==> src/hw/rtl/dijet_event_selector_assert.svh <==
// Assertion macros shared by the dijet selector modules.
// Each macro expects clk and arst_n in the scope where it is used.
`ifndef DIJET_EVENT_SELECTOR_ASSERT_SVH
`define DIJET_EVENT_SELECTOR_ASSERT_SVH

// Check that cons holds whenever ante holds, in the same cycle.
`define DSEL_ASSERT_NOW(lbl, ante, cons) \
	lbl: assert property (@(posedge clk) disable iff (!arst_n) (ante) |-> (cons)) \
		else $error("dijet selector assertion failed");

// Check that cons holds in the cycle after ante holds.
`define DSEL_ASSERT_NEXT(lbl, ante, cons) \
	lbl: assert property (@(posedge clk) disable iff (!arst_n) (ante) |=> (cons)) \
		else $error("dijet selector assertion failed");

`endif

==> src/hw/rtl/dsel_pkg.sv <==
`default_nettype none

package dsel_pkg;

	// Configuration port widths
	localparam int CFG_IDX_W  = 3;
	localparam int CFG_DATA_W = 16;

	// Register indexes
	localparam logic [CFG_IDX_W-1:0] REG_SUB_PT_MIN      = 3'd0;
	localparam logic [CFG_IDX_W-1:0] REG_LEAD_TIME_MAX   = 3'd1;
	localparam logic [CFG_IDX_W-1:0] REG_TIME_GAP_MAX    = 3'd2;
	localparam logic [CFG_IDX_W-1:0] REG_B2B_ANGLE_MIN   = 3'd3;
	localparam logic [CFG_IDX_W-1:0] REG_TIME_CUT_ENABLE = 3'd4;

	// Register reset values
	localparam logic [15:0] SUB_PT_MIN_RST      = 16'd768;
	localparam logic [10:0] LEAD_TIME_MAX_RST   = 11'd96;
	localparam logic [11:0] TIME_GAP_MAX_RST    = 12'd48;
	localparam logic [15:0] B2B_ANGLE_MIN_RST   = 16'd24576;
	localparam logic        TIME_CUT_ENABLE_RST = 1'b0;

	// Time held by an empty leader or sublead slot
	localparam logic signed [11:0] TIME_EMPTY = 12'sd2047;

	// Jet count saturates here
	localparam logic [1:0] JETS_FULL = 2'd2;

	typedef struct packed {
		logic        [15:0] pt;
		logic signed [15:0] angle;
		logic signed [11:0] tm;
		logic               last;
	} jet_t;

	typedef struct packed {
		logic [15:0] sub_pt_min;
		logic [10:0] lead_time_max;
		logic [11:0] time_gap_max;
		logic [15:0] b2b_angle_min;
		logic        time_cut_enable;
	} cfg_t;

	typedef struct packed {
		logic               seen_two;
		logic        [15:0] best_pt;
		logic signed [15:0] best_angle;
		logic signed [11:0] best_tm;
		logic        [15:0] second_pt;
		logic signed [15:0] second_angle;
		logic signed [11:0] second_tm;
	} summary_t;

	typedef struct packed {
		logic               is_dijet;
		logic        [15:0] lead_pt;
		logic        [15:0] sub_pt;
		logic signed [15:0] angle_gap;
	} result_t;

endpackage

`default_nettype wire

==> src/hw/rtl/dsel_cfg.sv <==
`default_nettype none

module dsel_cfg
	import dsel_pkg::*;
(
	input  wire logic                  clk,
	input  wire logic                  arst_n,
	input  wire logic                  cfg_valid,
	output logic                       cfg_ready,
	input  wire logic [CFG_IDX_W-1:0]  cfg_index,
	input  wire logic [CFG_DATA_W-1:0] cfg_data,
	output cfg_t                       cfg
);

	cfg_t cfg_q;

	// Always take writes
	assign cfg_ready = 1'b1;
	assign cfg       = cfg_q;

	// Write the addressed register, drop unknown indexes
	always_ff @(posedge clk or negedge arst_n) begin
		if (!arst_n) begin
			cfg_q.sub_pt_min      <= SUB_PT_MIN_RST;
			cfg_q.lead_time_max   <= LEAD_TIME_MAX_RST;
			cfg_q.time_gap_max    <= TIME_GAP_MAX_RST;
			cfg_q.b2b_angle_min   <= B2B_ANGLE_MIN_RST;
			cfg_q.time_cut_enable <= TIME_CUT_ENABLE_RST;
		end else if (cfg_valid && cfg_ready) begin
			case (cfg_index)
				REG_SUB_PT_MIN: begin
					cfg_q.sub_pt_min <= cfg_data;
				end
				REG_LEAD_TIME_MAX: begin
					cfg_q.lead_time_max <= cfg_data[10:0];
				end
				REG_TIME_GAP_MAX: begin
					cfg_q.time_gap_max <= cfg_data[11:0];
				end
				REG_B2B_ANGLE_MIN: begin
					cfg_q.b2b_angle_min <= cfg_data;
				end
				REG_TIME_CUT_ENABLE: begin
					cfg_q.time_cut_enable <= cfg_data[0];
				end
				default: begin
				end
			endcase
		end
	end

endmodule

`default_nettype wire

==> src/hw/rtl/dsel_track.sv <==
`default_nettype none

module dsel_track
	import dsel_pkg::*;
(
	input  wire logic clk,
	input  wire logic arst_n,
	input  wire logic adv,
	input  wire jet_t jet,
	output summary_t  sum
);

	`include "dijet_event_selector_assert.svh"

	logic        [15:0] best_pt_q;
	logic signed [15:0] best_angle_q;
	logic signed [11:0] best_tm_q;
	logic        [15:0] second_pt_q;
	logic signed [15:0] second_angle_q;
	logic signed [11:0] second_tm_q;
	logic        [1:0]  jets_seen_q;

	logic        [15:0] best_pt_n;
	logic signed [15:0] best_angle_n;
	logic signed [11:0] best_tm_n;
	logic        [15:0] second_pt_n;
	logic signed [15:0] second_angle_n;
	logic signed [11:0] second_tm_n;
	logic        [1:0]  jets_seen_n;

	// Rank the incoming jet against the top two; a tie never displaces the jet it ties
	always_comb begin
		best_pt_n      = best_pt_q;
		best_angle_n   = best_angle_q;
		best_tm_n      = best_tm_q;
		second_pt_n    = second_pt_q;
		second_angle_n = second_angle_q;
		second_tm_n    = second_tm_q;
		if (jet.pt > best_pt_q) begin
			second_pt_n    = best_pt_q;
			second_angle_n = best_angle_q;
			second_tm_n    = best_tm_q;
			best_pt_n      = jet.pt;
			best_angle_n   = jet.angle;
			best_tm_n      = jet.tm;
		end else if (jet.pt > second_pt_q) begin
			second_pt_n    = jet.pt;
			second_angle_n = jet.angle;
			second_tm_n    = jet.tm;
		end
		jets_seen_n = (jets_seen_q == JETS_FULL) ? JETS_FULL : jets_seen_q + 2'd1;
	end

	// Present the updated event for the cut logic
	always_comb begin
		sum.seen_two     = (jets_seen_n == JETS_FULL);
		sum.best_pt      = best_pt_n;
		sum.best_angle   = best_angle_n;
		sum.best_tm      = best_tm_n;
		sum.second_pt    = second_pt_n;
		sum.second_angle = second_angle_n;
		sum.second_tm    = second_tm_n;
	end

	// Hold event state, clear it after the last jet
	always_ff @(posedge clk or negedge arst_n) begin
		if (!arst_n) begin
			best_pt_q      <= '0;
			best_angle_q   <= '0;
			best_tm_q      <= TIME_EMPTY;
			second_pt_q    <= '0;
			second_angle_q <= '0;
			second_tm_q    <= TIME_EMPTY;
			jets_seen_q    <= '0;
		end else if (adv) begin
			if (jet.last) begin
				best_pt_q      <= '0;
				best_angle_q   <= '0;
				best_tm_q      <= TIME_EMPTY;
				second_pt_q    <= '0;
				second_angle_q <= '0;
				second_tm_q    <= TIME_EMPTY;
				jets_seen_q    <= '0;
			end else begin
				best_pt_q      <= best_pt_n;
				best_angle_q   <= best_angle_n;
				best_tm_q      <= best_tm_n;
				second_pt_q    <= second_pt_n;
				second_angle_q <= second_angle_n;
				second_tm_q    <= second_tm_n;
				jets_seen_q    <= jets_seen_n;
			end
		end
	end

	// Sublead never outranks leader; count saturates
	`DSEL_ASSERT_NOW(a_rank_order, 1'b1, second_pt_q <= best_pt_q)
	`DSEL_ASSERT_NOW(a_count_sat, 1'b1, jets_seen_q <= JETS_FULL)
	// A last jet starts the next event empty
	`DSEL_ASSERT_NEXT(a_event_clear, adv && jet.last, jets_seen_q == 2'd0 && best_pt_q == 16'd0)

endmodule

`default_nettype wire

==> src/hw/rtl/dsel_cuts.sv <==
`default_nettype none

module dsel_cuts
	import dsel_pkg::*;
(
	input  wire summary_t sum,
	input  wire cfg_t     cfg,
	output result_t       res
);

	logic signed [15:0] gap;
	logic        [16:0] gap_mag;
	logic        [11:0] lead_mag;
	logic signed [12:0] tdiff;
	logic        [12:0] tdiff_mag;
	logic               time_fail;
	logic               angle_ok;
	logic               pt_ok;

	// Wrap the azimuth gap to a half turn and take magnitudes
	always_comb begin
		gap       = sum.best_angle - sum.second_angle;
		gap_mag   = gap[15] ? (17'd0 - {gap[15], gap}) : {1'b0, gap};
		lead_mag  = sum.best_tm[11] ? (12'd0 - sum.best_tm) : sum.best_tm;
		tdiff     = {sum.best_tm[11], sum.best_tm} - {sum.second_tm[11], sum.second_tm};
		tdiff_mag = tdiff[12] ? (13'd0 - tdiff) : tdiff;
	end

	// Apply the cuts
	always_comb begin
		time_fail = cfg.time_cut_enable &&
			((lead_mag > {1'b0, cfg.lead_time_max}) ||
			 (tdiff_mag > {1'b0, cfg.time_gap_max}));
		angle_ok  = gap_mag > {1'b0, cfg.b2b_angle_min};
		pt_ok     = sum.second_pt >= cfg.sub_pt_min;
		res.is_dijet  = sum.seen_two && !time_fail && pt_ok && angle_ok;
		res.lead_pt   = sum.best_pt;
		res.sub_pt    = sum.second_pt;
		res.angle_gap = gap;
	end

endmodule

`default_nettype wire

==> src/hw/rtl/dijet_event_selector.sv <==
`default_nettype none

// Dijet event selector. Jets enter one per cycle with last_jet on the final
// jet of an event; the block keeps the two highest-pt jets (a tie never
// displaces the leader) and, for each last jet, delivers one result: the
// dijet decision, leading and subleading pt and the wrapped azimuth gap.
// A jet is captured in the input register, and the top-two update plus
// all cuts are done in one pass into the result register, which offers a
// result once its last jet leaves the input register. Throughput is one jet
// per cycle; in_stall rises only while a last jet waits behind a result
// that downstream has not taken. Configuration writes are taken in any
// cycle (cfg_ready is always high) and should be made while no event is
// in flight.
module dijet_event_selector
	import dsel_pkg::*;
(
	input  wire logic                  clk,
	input  wire logic                  arst_n,
	// Jet input
	input  wire logic                  in_valid,
	output logic                       in_stall,
	input  wire logic        [15:0]    jet_pt,
	input  wire logic signed [15:0]    jet_angle,
	input  wire logic signed [11:0]    jet_time,
	input  wire logic                  last_jet,
	// Result output
	output logic                       out_valid,
	input  wire logic                  out_stall,
	output logic                       is_dijet,
	output logic             [15:0]    lead_pt,
	output logic             [15:0]    sub_pt,
	output logic signed      [15:0]    angle_gap,
	// Configuration writes
	input  wire logic                  cfg_valid,
	output logic                       cfg_ready,
	input  wire logic [CFG_IDX_W-1:0]  cfg_index,
	input  wire logic [CFG_DATA_W-1:0] cfg_data
);

	`include "dijet_event_selector_assert.svh"

	cfg_t     cfg;
	jet_t     jet_s1;
	logic     valid_s1;
	logic     adv_s1;
	logic     out_free;
	summary_t sum;
	result_t  res;
	result_t  res_q;
	logic     out_valid_q;

	dsel_cfg u_cfg (
		.clk       (clk),
		.arst_n    (arst_n),
		.cfg_valid (cfg_valid),
		.cfg_ready (cfg_ready),
		.cfg_index (cfg_index),
		.cfg_data  (cfg_data),
		.cfg       (cfg)
	);

	// Stall only a last jet that has nowhere to put its result
	assign out_free = !out_valid_q || !out_stall;
	assign in_stall = valid_s1 && jet_s1.last && !out_free;
	assign adv_s1   = valid_s1 && !in_stall;

	// Capture the input item
	always_ff @(posedge clk or negedge arst_n) begin
		if (!arst_n) begin
			valid_s1 <= 1'b0;
		end else if (!in_stall) begin
			valid_s1 <= in_valid;
		end
	end

	always_ff @(posedge clk) begin
		if (in_valid && !in_stall) begin
			jet_s1.pt    <= jet_pt;
			jet_s1.angle <= jet_angle;
			jet_s1.tm    <= jet_time;
			jet_s1.last  <= last_jet;
		end
	end

	dsel_track u_track (
		.clk    (clk),
		.arst_n (arst_n),
		.adv    (adv_s1),
		.jet    (jet_s1),
		.sum    (sum)
	);

	dsel_cuts u_cuts (
		.sum (sum),
		.cfg (cfg),
		.res (res)
	);

	// Load the result register on a last jet, drain it when taken
	always_ff @(posedge clk or negedge arst_n) begin
		if (!arst_n) begin
			out_valid_q <= 1'b0;
		end else if (out_free) begin
			out_valid_q <= adv_s1 && jet_s1.last;
		end
	end

	always_ff @(posedge clk) begin
		if (adv_s1 && jet_s1.last) begin
			res_q <= res;
		end
	end

	assign out_valid = out_valid_q;
	assign is_dijet  = res_q.is_dijet;
	assign lead_pt   = res_q.lead_pt;
	assign sub_pt    = res_q.sub_pt;
	assign angle_gap = res_q.angle_gap;

	// A last jet that advances shows up as a result
	`DSEL_ASSERT_NEXT(a_last_to_out, adv_s1 && jet_s1.last, out_valid_q)
	// Input stalls only behind a blocked result
	`DSEL_ASSERT_NOW(a_stall_cause, in_stall, valid_s1 && jet_s1.last && out_valid_q && out_stall)
	// Reported sublead never exceeds the leader
	`DSEL_ASSERT_NOW(a_out_order, out_valid_q, res_q.sub_pt <= res_q.lead_pt)

endmodule

`default_nettype wire
==> config.mk <==
export PLATFORM = sky130hd
export DESIGN_NAME = dijet_event_selector
export DESIGN_NICKNAME = d
export VERILOG_FILES = /design/src/hw/rtl/dsel_pkg.sv /design/src/hw/rtl/dsel_cfg.sv /design/src/hw/rtl/dsel_track.sv /design/src/hw/rtl/dsel_cuts.sv /design/src/hw/rtl/dijet_event_selector.sv
export VERILOG_INCLUDE_DIRS = /design/src /design/src/hw/rtl
export SDC_FILE = /design/constraint.sdc
export NUM_CORES = 1
export LEC_CHECK = 0
export ABC_AREA = 0
export BUFFER_PORTS_ARGS = -buffer_cell sky130_fd_sc_hd__buf_4
export CORE_ASPECT_RATIO = 1.4
export CORE_MARGIN = 10
export CORE_UTILIZATION = 60
export CTS_CLUSTER_SIZE = 28
export DETAILED_ROUTE_END_ITERATION = 8
export PLACE_DENSITY = 0.79
export SYNTH_ARGS = -nofsm -noshare
export SYNTH_HDL_FRONTEND = slang
export SYNTH_HIERARCHICAL = 1
export SYNTH_SLANG_ARGS = --single-unit
==> constraint.sdc <==
create_clock -name clk -period 6.6 [get_ports clk]
set_input_delay 0.66 -clock clk [delete_from_list [all_inputs] [get_ports clk]]
set_output_delay 0.66 -clock clk [all_outputs]
set_load 0.02 [all_outputs]
-- Word-level counts from Yosys, hierarchy flattened
Cells that the tools add are included.
- memories: 0
- bits in writable memories: 0
- output and inout bits: 52
- bits in latches: 0
- register bits after elaboration: 242
- logic and storage cells: 82
- bits of input ports: 69
- bits in read-only memories: 0
- multipliers: 0
- shift operators: 0
- eq/ne operators: 6
- multiplexer cells: 20
- $add $sub $neg: 6
- reduce and logical (&&, ||, !) cells: 22
- div/mod/pow operators: 0
- bitwise operators: 0
- $lt $le $gt $ge: 6
- operators by type and width (operator ; count):
    $mux 16 ; 10
    $mux 12 ; 6
    $gt 16x16->1 ; 2
    $gt 17x16->1 ; 1
    $mux 17 ; 1
    $sub 1x16->17 const A ; 1
    $ge 16x16->1 ; 1
    $sub 16x16->16 ; 1
    $gt 13x12->1 ; 1
    $mux 13 ; 1
    $sub 1x13->13 const A ; 1
    $sub 12x12->13 ; 1
    $gt 12x11->1 ; 1
    $sub 1x12->12 const A ; 1
    $reduce_and 2->1 ; 5
    $logic_and 1x1->1 ; 9
    $eq 3x2->1 const B ; 2
    $logic_not 1->1 ; 5
    $eq 2x2->1 const B ; 2
    $mux 2 ; 2
    $eq 3x1->1 const B ; 1
    $eq 3x3->1 const B ; 1
    $logic_not 3->1 ; 1
    $add 2x1->2 const B ; 1
    $logic_or 1x1->1 ; 2

-- Logic depth before layout (Yosys ltp)
Gate-level depths: netlist of run 1.
- word-level depth: 13
- gate-level depth with buffers: 34
- depth with buffers taken out: 29

-- Cells and area by module
Netlist of run 1, hierarchy kept.
- modules (own cells, without submodules) (module ; times used ; sequential area each (sq um) ; area an instance (sq um) ; cells an instance):
    dsel_track ; 1 ; 2279.7 ; 5979.5 ; 623
    dsel_cuts ; 1 ; 0.0 ; 3896.2 ; 547
    dijet_event_selector ; 1 ; 2872.8 ; 2927.8 ; 106
    dsel_cfg ; 1 ; 1411.4 ; 2155.8 ; 123

-- Worst setup path before layout of run 1
No wires, ideal clock.
- path type: reg2reg
- from: reg jet_s1[30] (netlist bit)
- to: reg res_q, in the netlist is_dijet (data pin)
- stages on the path, launching flop included: 31
- setup time: 265 ps
- clock period less this slack: 5887 ps
- setup slack: 713 ps
- arrival: 5622 ps
- buffers on the path: 2
- data required time: 6335 ps
- cells stage by stage: edfxtp_1 > ha_1 > nor2b_1 > o211ai_1 > a2111oi_1 > nor3_1 > a21oi_2 > buf_4 > buf_4 > mux2_2 > inv_1 > ha_1 > inv_1 > fa_1 > a211oi_2 > o21bai_1 > a21oi_2 > xor2_1 > nand3_2 > nor4_2 > a21oi_1 > xor2_1 > ha_1 > a21oi_1 > nor2b_1 > o21ai_0 > nand2b_1 > a2111oi_0 > o31ai_1 > o2111ai_1 > a21oi_1
- RTL lines (element ; RTL line ; text):
    from (decl) ; dijet_event_selector.sv:43 ; jet_t jet_s1;
    to (signal assigned) ; dijet_event_selector.sv:110 ; res_q <= res;
    to (decl) ; dijet_event_selector.sv:49 ; result_t res_q;

==> run_results.csv, run 1 <==
group,metric,value,unit
clock_tree,clk_pin_slew_worst_paths,60,ps
detailed_routing,ant_nets,0,
critical_path,path_class,"reg -> reg",
timing,worstMarginPinSlew,1210,ps
placement,place_ws,273,ps
critical_path,critPathSlowestCell,"edfxtp_1",
grt,use_met2,0.411,
detailed_routing,avgViaCountPerCell,6.00,
timing,fmax,0.159,GHz
synthesis,synth_edf_count,94,
critical_path,cp_common_cell,"a21o_1",
synthesis,avgSynthCellArea,10.7,um2
detailed_routing,drc,0,
timing,setup_violations,0,
clock_tree,clock_path_buffers,3,
clock_tree,cts_tree,"yes",
clock_tree,root_buffer,"clkbuf_16",
critical_path,path_max_fanout,12,
critical_path,r2r_start,"jet_s1[42]$_DFFE_PP_",
critical_path,critPathArrivalTime,6680,ps
synthesis,async_flop_share,0.612,
timing,finalClockSkew,17.4,ps
power_and_ir_drop,power.density,458,nW/um2
hold_path,hold_path_class,"in -> async",
placement,place.gp.congestion,0.885,
timing,slew_viol_final,0,
die,row_count,68,
synthesis,syn_inst,1399,
placement,place_area,16000,um2
detailed_routing,vias,10900,
die,die_h,207,um
detailed_routing,wl_per_cell,20.3,um
clock_tree,clock-sinks,242,
critical_path,cpLargestDelayFamily,"compound AO/OA/AOI/OAI gates",
critical_path,required,6990,ps
synthesis,seq_area_frac_synth,0.439,
die,ios,121,
timing,period_share,0.954,
cells_and_area,antenna_cells,0,
cells_and_area,drive_gt1_frac,0.241,
flow_run,max-cap-violations,0,
critical_path,r2r-end,"is_dijet$_DFFE_PP_",
power_and_ir_drop,p_total,0.00777,W
detailed_routing,first_iter_violations,686,
grt,track_usage,0.222,
grt,antenna_found_initial,0,
cells_and_area,final_cell_mix,"inv_1, buf_4, dfrtp_1",
timing,slew_headroom,0.195,
die,coreArea,24600,um2
clock_tree,numCtsBuffers,25,
power_and_ir_drop,p_leak,7.61,nW
synthesis,synth.yosys.warnings,6,
grt,overflow,0,
timing,grt_setup_unrepaired,"false",
synthesis,synth_cell_type_count,88,
critical_path,crit_path_start_kind,"register",
synthesis,syn_nets,1588,
synthesis,synth-main-ff-cell,"dfrtp_1",
cells_and_area,nets,1679,
die,dieArea,31700,um2
critical_path,cpPeakStageDelay,450,ps
timing,whs,198,ps
grt,busiest_layer,"met2",
clock_tree,clock_latency,540,ps
detailed_routing,routed_wl,36900,um
clock_tree,htreeDepth,1,
timing,hold_viol_final,0,
critical_path,path_depth,27,
critical_path,end_kind,"register",
die,initial_utilization,0.608,
grt,grt_max_degree,83,
grt,met3_usage,0.0274,
synthesis,synth_area,15000,um2
cells_and_area,finalInstanceArea,16900,um2
detailed_routing,drtPass1Iterations,7,
timing,timing.final.ws_setup,303,ps
power_and_ir_drop,ir_drop,0.421,mV
critical_path,startpoint,"jet_s1[42]$_DFFE_PP_",
grt,grt_pass1_wl,57400,um
placement,dp_hpwl,26300,um
placement,portBuffers,119,
cells_and_area,area_growth,13.2,%
synthesis,ys_ff_latch,242,
grt,grt_pass1_vias,11100,
status,status,"complete, no violations",
critical_path,endpoint,"is_dijet$_DFFE_PP_",
critical_path,r2r_cells,27,
die,die_x,153,um
critical_path,crit_buf_inv,4,
timing,fin_crit,6300,ps
cells_and_area,nFillCells,1823,
timing,fin_setup_tns,0,ps
critical_path,regToRegSetupSlack,300,ps
grt,grt_use_met1,0.252,
[layout make-up]
type / count / area, um2 / area share
well taps: 315 / 394 / 0.0233
flip-flops and latches: 242 / 6560 / 0.387
clock inverters: 17 / 225 / 0.0133
multi-input cells: 914 / 7340 / 0.433
inverters: 152 / 571 / 0.0337
repair buffers: 155 / 1210 / 0.0714
clock buffers: 29 / 641 / 0.0378
[worst register-to-register path: stages, from the launching register on]
cell and delay (ps):
edfxtp_1 450, ha_1 340, a21o_1 180, a21o_1 170
a221o_1 320, o31a_2 440, buf_4 250, mux2i_1 150
or2_1 230, nand2_1 70, inv_1 60, ha_1 340
nor2b_1 170, o2111ai_1 250, a31oi_1 190, a21o_1 230
a21oi_2 220, buf_4 210, o31ai_1 100, xnor2_1 290
ha_1 310, a21o_1 160, a211oi_1 240, o21ai_0 130
o31ai_1 250, buf_4 170, o2111ai_1 90, a21oi_1 130
[metal layers]
metal | vias up | routed length (um)
met3 | 87 | 1890
met4 | 0 | 1350
met1 | 5335 | 14300
met2 | 380 | 19400
li1 | 5146 | -
met5 | - | 0
[synth_stat cells (3+ instances only)]
| library cell | n | area, um2 |
|---|---|---|
| nand2_1 | 97 | 364 |
| nor4_1 | 4 | 25.0 |
| buf_12 | 4 | 80.1 |
| o21ai_0 | 66 | 330 |
| a21o_1 | 17 | 128 |
| a21oi_1 | 37 | 185 |
| nor2b_1 | 14 | 87.6 |
| or2_1 | 12 | 75.1 |
| nand2b_1 | 29 | 181 |
| nand3b_1 | 3 | 22.5 |
| and4bb_2 | 3 | 37.5 |
| o22a_1 | 12 | 105 |
| buf_2 | 19 | 95.1 |
| edfxtp_1 | 94 | 2820 |
| nor3_1 | 11 | 55.1 |
| mux2_1 | 15 | 169 |
| o22ai_1 | 14 | 87.6 |
| o31ai_1 | 10 | 75.1 |
| o21a_1 | 8 | 60.1 |
| xnor2_1 | 35 | 307 |
| or2_2 | 6 | 37.5 |
| dfstp_2 | 30 | 788 |
| nor2_1 | 40 | 150 |
| o21ai_1 | 3 | 15.0 |
| xor2_1 | 17 | 149 |
| buf_4 | 38 | 285 |
| mux2i_1 | 45 | 450 |
| nand3_1 | 29 | 145 |
| and2_1 | 6 | 37.5 |
| o2111ai_1 | 3 | 26.3 |
| o22ai_2 | 3 | 37.5 |
| a211oi_1 | 3 | 22.5 |
| mux2_2 | 85 | 957 |
| nand4_1 | 16 | 100 |
| or3_1 | 21 | 131 |
| o211ai_1 | 4 | 30.0 |
| inv_1 | 151 | 567 |
| a22o_1 | 31 | 272 |
| dfrtp_1 | 118 | 2950 |
| buf_6 | 3 | 33.8 |
| a31oi_1 | 23 | 144 |
| nand4b_1 | 19 | 166 |
| ha_1 | 118 | 1480 |
| clkbuf_1 | 26 | 97.6 |
[flip-flops by register name, indices dropped and copies added, names as in the netlist]
name	count
u_cfg/cfg	56
jet_s1	45
angle_gap	16
lead_pt	16
sub_pt	16
u_track/best_angle_q	16
u_track/best_pt_q	16
u_track/second_angle_q	16
u_track/second_pt_q	16
u_track/best_tm_q	12
u_track/second_tm_q	12
u_track/jets_seen_q	2
is_dijet	1
out_valid	1
valid_s1	1
[per-stage QoR]
stage | utilization | instances
3_5_place_dp | 0.649 | 1774
4_1_cts | 0.685 | 1820
5_1_grt | 0.689 | 1824
6_report | 0.689 | 1824
2_1_floorplan | - | 1399
3_3_place_gp | 0.649 | 1774
[what timing repair did]
item	in CTS	in global routing
hold buffers	0	0
endpoints found under the setup margin	0	1
buffers inserted	0	3
hold endpoints to repair	0	0
resized for setup	0	16
[how the worst min path moves through the flow]
| stage | from | end | slack (ps) | cells past startpoint |
|---|---|---|---|---|
| floorplan | arst_n | out_valid$_DFFE_PN0P_ | 360 | 0 |
| global placement | u_track/second_tm_q[11]$_DFFE_PN0P_ | u_track/second_tm_q[11]$_DFFE_PN0P_ | 470 | 2 |
| detailed placement | u_track/second_angle_q[5]$_DFFE_PN0P_ | u_track/second_angle_q[5]$_DFFE_PN0P_ | 480 | 2 |
| CTS | arst_n | u_cfg/cfg[20]$_DFFE_PN0P_ | 210 | 1 |
| global route | arst_n | u_track/jets_seen_q[0]$_DFFE_PN0P_ | 250 | 1 |
| finish | arst_n | u_cfg/cfg[18]$_DFFE_PN0P_ | 200 | 1 |
[kinds of logic after synthesis]
group           Yosys count  share of synthesized area
compound gates          266                      0.124
buf+inv                 243                     0.0780
flops                   242                      0.439
simple gates            330                      0.122
fa+ha+maj               120                      0.101
mux                     145                      0.105
xor+xnor                 52                     0.0304
other cells               1                   0.000251
[power by group]
part	switching (W)	internal, W	total [W]
clock network	0.000606	0.000896	0.00150
registers	0.000157	0.00190	0.00206
logic	0.00240	0.00181	0.00421
total	0.00316	0.00460	0.00777
(Power assumes the default switching activity.)
==> run 2: changes to the inputs <==
--- a/config.mk
+++ b/config.mk
@@ -11,9 +11,11 @@
 export CORE_ASPECT_RATIO = 1.4
 export CORE_MARGIN = 10
 export CORE_UTILIZATION = 60
+export CTS_BUF_LIST = sky130_fd_sc_hd__clkbuf_4
 export CTS_CLUSTER_SIZE = 28
 export DETAILED_ROUTE_END_ITERATION = 8
 export PLACE_DENSITY = 0.79
+export REMOVE_ABC_BUFFERS = 1
 export SYNTH_ARGS = -nofsm -noshare
 export SYNTH_HDL_FRONTEND = slang
 export SYNTH_HIERARCHICAL = 1
==> run 2 against run 1 <==
Net effect: sequential power about the same; first-iteration DRC count down 12%; via count up 2.3%; design area up 0.57%; combinational power about the same; largest cell class unchanged.
==> run_results.csv, run 2 (synthesized netlist as in run 1, its figures left out) <==
group,metric,value,unit
status,status,"complete, no violations",
clock_tree,clk_pin_slew_worst_paths,70,ps
detailed_routing,avgViaCountPerCell,5.88,
clock_tree,cts.hold.buffers_added,0,
critical_path,critPathSlowestCell,"nor4_2",
power_and_ir_drop,p_total,0.00752,W
critical_path,r2r_cells,26,
timing,fin_crit,6290,ps
clock_tree,cts_tree,"yes",
clock_tree,htreeDepth,2,
power_and_ir_drop,power.switching_fraction,0.414,
cells_and_area,final_common_cell,"buf_4",
critical_path,crit_path_start_kind,"register",
timing,slew_headroom,0.237,
power_and_ir_drop,p_sw,0.00312,W
critical_path,r2r_start,"jet_s1[43]$_DFFE_PP_",
placement,portBuffers,119,
power_and_ir_drop,ir_drop,0.245,mV
cells_and_area,layout.cells.non_filler,1905,
detailed_routing,ant_nets,0,
detailed_routing,drtPass1Iterations,5,
timing,period_share,0.953,
flow_run,max-cap-violations,0,
detailed_routing,first_iter_violations,602,
grt,grt_pass1_wl,57300,um
critical_path,path_class,"reg -> reg",
die,initial_utilization,0.608,
power_and_ir_drop,p_int,0.00440,W
timing,finalClockSkew,50.6,ps
die,die_h,207,um
critical_path,r2r-end,"is_dijet$_DFFE_PP_",
grt,antenna_found_initial,2,
grt,grt_max_degree,105,
placement,place.gp.congestion,0.914,
timing,fmax,0.159,GHz
detailed_routing,wl_per_cell,19.0,um
clock_tree,clock_path_buffers,3,
die,row_count,68,
critical_path,end_kind,"register",
critical_path,critPathArrivalTime,6740,ps
timing,slew_viol_final,0,
die,dieArea,31700,um2
critical_path,cpPeakStageDelay,640,ps
cells_and_area,nets,1726,
detailed_routing,vias,11200,
cells_and_area,drive_gt1_frac,0.271,
timing,timing.final.ws_setup,308,ps
power_and_ir_drop,power.density,441,nW/um2
power_and_ir_drop,p_seq_frac,0.272,
placement,dp_hpwl,25500,um
detailed_routing,routed_wl,36100,um
timing,whs,85.8,ps
die,die_x,153,um
clock_tree,clock_latency,740,ps
grt,track_usage,0.220,
placement,place_ws,234,ps
timing,worstMarginPinSlew,1140,ps
cells_and_area,final_cell_mix,"buf_4, inv_1, dfrtp_1",
clock_tree,numCtsBuffers,60,
power_and_ir_drop,p_clk_frac,0.172,
critical_path,cp_common_cell,"buf_4",
clock_tree,clock-sinks,242,
critical_path,startpoint,"jet_s1[43]$_DFFE_PP_",
critical_path,path_max_fanout,17,
die,ios,121,
hold_path,hold_path_class,"in -> async",
power_and_ir_drop,p_leak,7.76,nW
placement,dpl.cell_count,1774,
cells_and_area,largest_reg_flops,56,
detailed_routing,drc,0,
grt,grt_pass1_vias,11400,
timing,hold_viol_final,0,
critical_path,required,7050,ps
clock_tree,root_buffer,"clkbuf_4",
timing,setup_violations,0,
critical_path,regToRegSetupSlack,310,ps
cells_and_area,area_growth,13.9,%
power_and_ir_drop,power_frac_comb,0.556,
grt,overflow,0,
die,coreArea,24600,um2
## run 2: critical path: cells and delay by family (launching register included)
| family | cells | cell delay (ps) |
|---|---|---|
| AO/OA/AOI/OAI | 10 | 1980 |
| XOR/XNOR | 2 | 350 |
| adder cells (fa/ha/maj) | 3 | 960 |
| buffers and inverters | 6 | 890 |
| flip-flops | 1 | 460 |
| AND/OR/NAND/NOR | 5 | 1360 |
## run 2: cell type report
cell class,instances,area [um2]
Sequential cell,242,6560
Timing Repair Buffer,166,1310
Tap cell,315,394
Clock buffer,82,616
Inverter,152,571
Fill cell,1818,7550
Antenna cell,1,2.50
Clock inverter,32,185
Multi-Input combinational cell,915,7400
## run 2: power groups by stage
stage | Sequential, W | Combinational [W] | Clock [W]
finish | 0.00204 | 0.00418 | 0.00129
global route | 0.00208 | 0.00464 | 0.00141
CTS | 0.00204 | 0.00397 | 0.00133
detailed placement | 0.00207 | 0.00394 | 0
global placement | 0.00206 | 0.00384 | 0
floorplan | 0.00209 | 0.00285 | 0
## run 2: how the worst max path moves through the flow
stage | to | slack, ps | depth (start not counted)
after detailed placement | is_dijet$_DFFE_PP_ | 230 | 27
after CTS | is_dijet$_DFFE_PP_ | 200 | 27
after floorplan | is_dijet$_DFFE_PP_ | -2900 | 21
final | is_dijet$_DFFE_PP_ | 310 | 26
after global routing | is_dijet$_DFFE_PP_ | -100 | 27
after global placement | is_dijet$_DFFE_PP_ | 410 | 27
## run 2: timing repair
action                     4_1_cts  5_1_grt
setup endpoints to repair        0        1
resized for setup                0       23
buffers inserted                 0       14
## run 2: per-stage QoR
| step | setup TNS (ps) | util | area [um2] |
|---|---|---|---|
| 2_1_floorplan | -46660 | - | 14400 |
| 3_3_place_gp | 0 | 0.650 | 16000 |
| 3_5_place_dp | 0 | 0.650 | 16000 |
| 4_1_cts | 0 | 0.682 | 16800 |
| 5_1_grt | -96.3 | 0.693 | 17000 |
| 6_report | 0 | 0.693 | 17000 |
## run 2: layer usage
metal | vias to the layer above | wire, um | GRT usage
met5 | - | 13 | 0
met4 | 2 | 1230 | 0.0913
met3 | 97 | 2140 | 0.0404
met2 | 342 | 18700 | 0.404
met1 | 5459 | 14000 | 0.248
li1 | 5302 | - | -
